`src/rtl/assert_macros.svh`:
```
`ifndef ASSERT_MACROS_SVH
`define ASSERT_MACROS_SVH

// Same-cycle implication checked at every rising edge outside reset.
`define ASSERT_NOW(lbl, ante, cons) \
  lbl: assert property (@(posedge clk) disable iff (!rst_n) (ante) |-> (cons)) \
    else $error("assertion failed");

// Next-cycle implication checked at every rising edge outside reset.
`define ASSERT_NEXT(lbl, ante, cons) \
  lbl: assert property (@(posedge clk) disable iff (!rst_n) (ante) |=> (cons)) \
    else $error("assertion failed");

`endif

```
`src/rtl/ysfc_pkg.sv`:
```
`timescale 1ns / 1ps
`default_nettype none
package ysfc_pkg;

  localparam int STREAM_SLOTS   = 64;
  localparam int SLOT_W         = $clog2(STREAM_SLOTS);
  localparam int MAX_DATA_LEN   = 65535;
  localparam int MIN_ADDR_BYTES = 7;

  localparam int FLAG_SYN = 0;
  localparam int FLAG_ACK = 1;
  localparam int FLAG_FIN = 2;
  localparam int FLAG_RST = 3;

  localparam logic [3:0] FL_NONE = 4'h0;
  localparam logic [3:0] FL_ACK  = 4'h2;
  localparam logic [3:0] FL_FIN  = 4'h4;
  localparam logic [3:0] FL_RST  = 4'h8;

  typedef enum logic [1:0] {
    CMD_FRAME   = 2'd0,
    CMD_SEND    = 2'd1,
    CMD_OUTCOME = 2'd2,
    CMD_RELEASE = 2'd3
  } cmd_t;

  typedef enum logic [1:0] {
    KIND_DATA   = 2'd0,
    KIND_WU     = 2'd1,
    KIND_PING   = 2'd2,
    KIND_GOAWAY = 2'd3
  } kind_t;

  typedef enum logic [2:0] {
    ACT_EMIT     = 3'd0,
    ACT_DELIVER  = 3'd1,
    ACT_HALF     = 3'd2,
    ACT_RESET    = 3'd3,
    ACT_CREDIT   = 3'd4,
    ACT_BLOCKED  = 3'd5,
    ACT_ACTIVATE = 3'd6,
    ACT_CLOSED   = 3'd7
  } act_t;

  typedef enum logic [1:0] {
    PH_PEND = 2'd0,
    PH_CONN = 2'd1,
    PH_OPEN = 2'd2
  } phase_t;

  typedef enum logic [1:0] {
    REG_STREAM_LIMIT   = 2'd0,
    REG_INITIAL_CREDIT = 2'd1,
    REG_PING_REPLY_ON  = 2'd2
  } reg_idx_t;

  typedef enum logic [1:0] {
    OC_SUCCESS = 2'd0,
    OC_FAILURE = 2'd1,
    OC_MORE    = 2'd2
  } oc_t;

  typedef struct packed {
    logic [1:0]  command;
    logic [1:0]  frame_kind;
    logic [3:0]  frame_flags;
    logic [31:0] stream_number;
    logic [31:0] frame_len;
    logic [1:0]  outcome;
  } in_item_t;

  typedef struct packed {
    logic [2:0]  action;
    logic [1:0]  out_kind;
    logic [3:0]  out_flags;
    logic [31:0] out_stream;
    logic [31:0] out_len;
    logic        status_byte;
    logic        last;
  } out_item_t;

  typedef struct packed {
    logic [31:0] strm;
    logic [1:0]  phase;
    logic [31:0] credit;
    logic [31:0] cons;
    logic [31:0] pend;
  } entry_t;

  typedef struct packed {
    logic load;
    logic scan_rd;
    logic scan_cmp;
    logic exec;
    logic emit_sel;
  } ctl_t;

  typedef struct packed {
    logic          session_open;
    logic          scan_last;
    logic [1:0]    exec_n;
    logic [1:0]    nres;
    logic [SLOT_W:0] used_cnt;
  } stat_t;

  function automatic logic [31:0] sat_add(input logic [31:0] a, input logic [31:0] b);
    logic [32:0] s;
    s = {1'b0, a} + {1'b0, b};
    return s[32] ? 32'hFFFF_FFFF : s[31:0];
  endfunction

  function automatic out_item_t mk_res(input act_t act, input kind_t kind,
                                       input logic [3:0] fl, input logic [31:0] strm,
                                       input logic [31:0] len, input logic st);
    out_item_t r;
    r.action      = act;
    r.out_kind    = kind;
    r.out_flags   = fl;
    r.out_stream  = strm;
    r.out_len     = len;
    r.status_byte = st;
    r.last        = 1'b0;
    return r;
  endfunction

endpackage
`default_nettype wire

```
`src/rtl/ysfc_ctrl.sv`:
```
`timescale 1ns / 1ps
`default_nettype none
module ysfc_ctrl
  import ysfc_pkg::*;
(
  input  wire logic  clk,
  input  wire logic  rst_n,
  input  wire logic  start,
  output logic       busy,
  input  wire stat_t stat,
  output ctl_t       ctl,
  output logic       out_valid
);

  typedef enum logic [2:0] {
    S_IDLE, S_SCAN_RD, S_SCAN_CMP, S_EXEC, S_EMIT0, S_EMIT1
  } state_t;

  state_t state_r, state_nxt;
  logic   out_valid_r, out_valid_nxt;
  logic   sel_r, sel_nxt;

  assign busy          = (state_r != S_IDLE);
  assign out_valid     = out_valid_r;
  assign ctl.load      = (state_r == S_IDLE) && start;
  assign ctl.scan_rd   = (state_r == S_SCAN_RD);
  assign ctl.scan_cmp  = (state_r == S_SCAN_CMP);
  assign ctl.exec      = (state_r == S_EXEC);
  assign ctl.emit_sel  = sel_r;

  always_comb begin
    state_nxt     = state_r;
    out_valid_nxt = 1'b0;
    sel_nxt       = 1'b0;
    case (state_r)
      S_IDLE: begin
        // A closed session takes the word and answers nothing.
        if (start && stat.session_open) state_nxt = S_SCAN_RD;
      end
      S_SCAN_RD:  state_nxt = S_SCAN_CMP;
      S_SCAN_CMP: state_nxt = stat.scan_last ? S_EXEC : S_SCAN_RD;
      S_EXEC: begin
        if (stat.exec_n != 2'd0) begin
          state_nxt     = S_EMIT0;
          out_valid_nxt = 1'b1;
        end else begin
          state_nxt = S_IDLE;
        end
      end
      S_EMIT0: begin
        if (stat.nres == 2'd2) begin
          state_nxt     = S_EMIT1;
          out_valid_nxt = 1'b1;
          sel_nxt       = 1'b1;
        end else begin
          state_nxt = S_IDLE;
        end
      end
      S_EMIT1: state_nxt = S_IDLE;
      default: state_nxt = S_IDLE;
    endcase
  end

  always_ff @(posedge clk) begin
    if (!rst_n) begin
      state_r     <= S_IDLE;
      out_valid_r <= 1'b0;
      sel_r       <= 1'b0;
    end else begin
      state_r     <= state_nxt;
      out_valid_r <= out_valid_nxt;
      sel_r       <= sel_nxt;
    end
  end

endmodule
`default_nettype wire

```
`config.mk`:
```
export PLATFORM = sky130hd
export DESIGN_NAME = ysfc_ctrl
export DESIGN_NICKNAME = d
export VERILOG_FILES = /design/src/rtl/assert_macros.svh /design/src/rtl/ysfc_pkg.sv /design/src/rtl/ysfc_ctrl.sv
export SDC_FILE = /design/constraint.sdc
export NUM_CORES = 1
export LEC_CHECK = 0
export BUFFER_PORTS_ARGS = -buffer_cell sky130_fd_sc_hd__buf_2
export CAP_MARGIN = 20
export CORE_AREA = 2 2 39 41
export DETAILED_ROUTE_END_ITERATION = 8
export DIE_AREA = 0 0 41 43
export SLEW_MARGIN = 20
export SYNTH_ARGS = -nofsm -noshare
export SYNTH_HDL_FRONTEND = slang
export SYNTH_SLANG_ARGS = --single-unit
```
`constraint.sdc`:
```
create_clock -name clk -period 1.1 [get_ports clk]
set_input_delay 0.055 -clock clk [delete_from_list [all_inputs] [get_ports clk]]
set_output_delay 0.055 -clock clk [all_outputs]
set_load 0.02 [all_outputs]
```
### Word-level counts from Yosys, hierarchy flattened

Index checks and enable logic that the tools add are counted.

| operators by class | value |
|---|---|
| equal/unequal tests | 6 |
| reduce and logical (&&, ||, !) cells | 6 |
| multiplexer cells | 8 |

Operators with widths:

| cell | number |
|---|---|
| one-hot mux 3 bit (5 select lines) | 1 |
| 2-to-1 mux 3 bit | 3 |
| equality test 3 x 2 -> 1 bit, second input constant | 2 |
| equality test 3 x 1 -> 1 bit, second input constant | 1 |
| equality test 3 bit, second input constant | 1 |
| zero test 3 bit | 1 |
| nonzero test 3 bit | 1 |
| equality test 2 bit, second input constant | 1 |
| logical AND 1 bit | 2 |
| 2-to-1 mux 1 bit | 2 |
| 2-to-1 mux 2 bit | 1 |
| != test 2 x 1 -> 1 bit, second input constant | 1 |
| one-hot mux 1 bit (2 select lines) | 1 |
| AND reduction 2 bit | 1 |
| nonzero test 2 bit | 1 |

| word-level totals | value |
|---|---|
| flip-flop bits (word level) | 5 |
| output and inout bits | 7 |
| logic and storage cells | 23 |
| input port bits | 16 |

### Logic depth before layout (Yosys ltp)

| logic depth | value |
|---|---|
| depth in word-level cells | 3 |
| mapped depth | 3 |

### Worst setup path after synthesis

Ideal clock, no wire load.

| path | value |
|---|---|
| path type | reg2reg |
| start point | register state_r[1] |
| end point | register state_r[1] |
| path slack | -0.178 ns |
| path buffers | 0 |
| data required time | 1.034 ns |
| arrival time | 1.211 ns |
| stages on the path, launching flop included | 4 |
| setup time | 0.066 ns |
| cell sequence | dfxtp_1 nor3b_1 a21oi_1 nor2_1 |

RTL lines:

| item | line | source |
|---|---|---|
| start, declared | ysfc_ctrl.sv:19 | `state_t state_r, state_nxt;` |
| start signal, assigned | ysfc_ctrl.sv:70 | `state_r <= state_nxt;` |

==> flow_metrics.tcl <==
set metrics [dict create \
    rsz0062_at_grt "yes" \
    avgViaCountPerCell 4.29 \
    relSlewSlack_pct 73.6 \
    avgSynthCellArea_um2 8.85 \
    dr.pass1.iters 1 \
    synth_fa_ha_area_share_pct 0 \
    start_kind "register" \
    worstMarginPinSlew_ns 0.392 \
    synth_top_family_by_area "simple AND/OR/NAND/NOR gates" \
    drt-total-wl_um 659 \
    min_path_type "in -> reg" \
    synth_nets 42 \
    first_global_vias 255 \
    cp.arrival_ns 1.17 \
    cts_tree "built" \
    total_leakage_power_nw 0.224 \
    skew_ns 0.00127 \
    rows 14 \
    die_y_um 43 \
    cpPeakStageDelay_ns 0.40 \
    ir_drop_mv 0.261 \
    ant_nets 0 \
    avgRoutedWirePerCell_um 9.98 \
    crit_type "reg -> out" \
    fin_nets 67 \
    max_freq_mhz 817 \
    globalplace.congestion 0.635 \
    dieArea_um2 1760 \
    start_util_pct 16.6 \
    diodes 0 \
    clock_path_buffers 2 \
    worst_path_max_delay_cell "or3_4" \
    final_max_slew_viol_count 0 \
    fin_crit_sh_pct 111 \
    filler_cell_count 138 \
    finalSetupViolations 10 \
    synth.distinct_cells 15 \
    finalSetupTns_ns -0.659 \
    synth.ff_latch_count 5 \
    p_per_area_nw_per_um2 1080 \
    num_vias 283 \
    clk_latency_ns 0.24 \
    crit_path_end_kind "primary output" \
    syn_to_final_growth_pct 110 \
    syn_inst 26 \
    final_cell_mix "buf_2 (10), buf_6 (7), buf_4 (4)" \
    grt_pass1_wl_um 1030 \
    finalHoldViolCount 0 \
    critical_path_buf_inv_count 1 \
    mostFrequentLayoutCell "buf_2" \
    path_clk_slew_ns 0.04 \
    cp_max_fo 4 \
    synthMuxAreaShare_pct 0 \
    cts_max_level 1 \
    netlist_area_um2 230 \
    grt_overflow 0 \
    setup_ws_ns -0.124 \
    core_area_um2 1380 \
    drc 0 \
    synth_xor_area_share_pct 0 \
    synth_compound_area_share_pct 19.6 \
    yosysSeqAreaShare_pct 43.5 \
    path_cells "or3_4 -> nor2_4 -> buf_6" \
    yosys_warnings 0 \
    io_pins 23 \
    dr.first_iter.drc_count 0 \
    hold_ws_ns 0.0532 \
    finalCriticalPeriod_ns 1.22 \
    cts_root_buffer "clkbuf_4" \
    worst_ep_required_time_ns 1.04 \
    status "complete, but fails checks" \
    io_buffers 15 \
    cts_hold_buf 0 \
    cap_viol_max_count 0 \
    clock_sinks 5 \
    grtUsageTotal_pct 9.42 \
    violations "setup timing" \
    yosys.area_share.simple_pct 30.4 \
    grt_max_degree 6 \
    layout-drive-gt1-share_pct 78.0 \
    crit_family "simple AND/OR/NAND/NOR gates" \
    grt_antenna_before_repair 0 \
    cts_buffers 3 \
    die_x_um 41 \
]
registers in the layout, summed over array words and instances (netlist names):
signal     flops
out_valid      1
sel_r          1
state_r        3
path summary, 6_finish.rpt:
| path | to | startpoint | slack [ns] | depth (start not counted) |
|---|---|---|---|---|
| max | ctl[4] | state_r[1] | -0.12 | 3 |
| min | state_r[1] | stat[11] | 0.05 | 3 |
| max reg2reg | out_valid | state_r[1] | -0.09 | 3 |
| min reg2reg | sel_r | state_r[0] | 0.63 | 2 |
cell usage after synthesis, drive strengths merged:
cell type / n / area share, %
nor2: 3 / 4.9
and3b: 1 / 4.3
nand3: 1 / 2.2
a2111o: 1 / 4.9
inv: 2 / 3.3
a21oi: 4 / 10
nor3b: 2 / 6.5
or3: 1 / 3.3
buf: 1 / 3.3
or2: 1 / 2.7
o21ai: 2 / 4.3
or4: 1 / 4.9
dfxtp: 5 / 43
nand2: 1 / 1.6
metal layers:
layer	share of wire [%]	track usage, %	vias up
li1	-	-	142
met1	39	8.95	125
met2	52	13.1	12
met3	6.4	4.71	4
met4	2.6	10.0	0
met5	0	0	-
layout make-up:
class / instances / area (um2) / area share, %
tap: 16 / 20.0 / 4.15
multi-input combinational: 18 / 164 / 33.9
clock buffer: 4 / 26.3 / 5.44
sequential: 5 / 106 / 22.0
timing repair buffer: 21 / 159 / 32.9
inverter: 2 / 7.51 / 1.55
tightest hold or removal path, stage by stage:
cell and delay (ns):
buf_2 0.07, a21oi_1 0.05, nor2_1 0.07
stage by stage:
| step | setup slack (ns) | cells | utilization (%) | cell area [um2] | power, mW |
|---|---|---|---|---|---|
| 4_1_cts | -0.136 | 64 | 33.8 | 468 | 0.529 |
| 3_3_place_gp | -0.0202 | 59 | 26.1 | 362 | 0.287 |
| 5_1_grt | -0.188 | 66 | 34.9 | 483 | 0.564 |
| 6_report | -0.124 | 66 | 34.9 | 483 | 0.522 |
| 2_1_floorplan | -0.0111 | 26 | - | 251 | 0.250 |
| 3_5_place_dp | -0.0311 | 59 | 26.1 | 362 | 0.287 |
kinds of logic after synthesis:
logic type             count (synthesis)
buffers and inverters                  3
AOI/OAI and AO/OA                      7
and+or+nand+nor                       11
DFF                                    5
power by group:
part	leakage [nW]	switching, mW	total [mW]	internal, mW
Combinational	0.167	0.0552	0.125	0.0699
Clock	0.0150	0.0681	0.205	0.137
Sequential	0.0422	0.00651	0.192	0.186
what timing repair did:
| item | CTS | global route |
|---|---|---|
| buffers inserted | 1 | 2 |
| gates cloned | 0 | 0 |
| endpoints found under the setup margin | 9 | 9 |
| resized for setup | 22 | 0 |
| pin swaps | 5 | 0 |
Power figures use the tool's default switching activity.
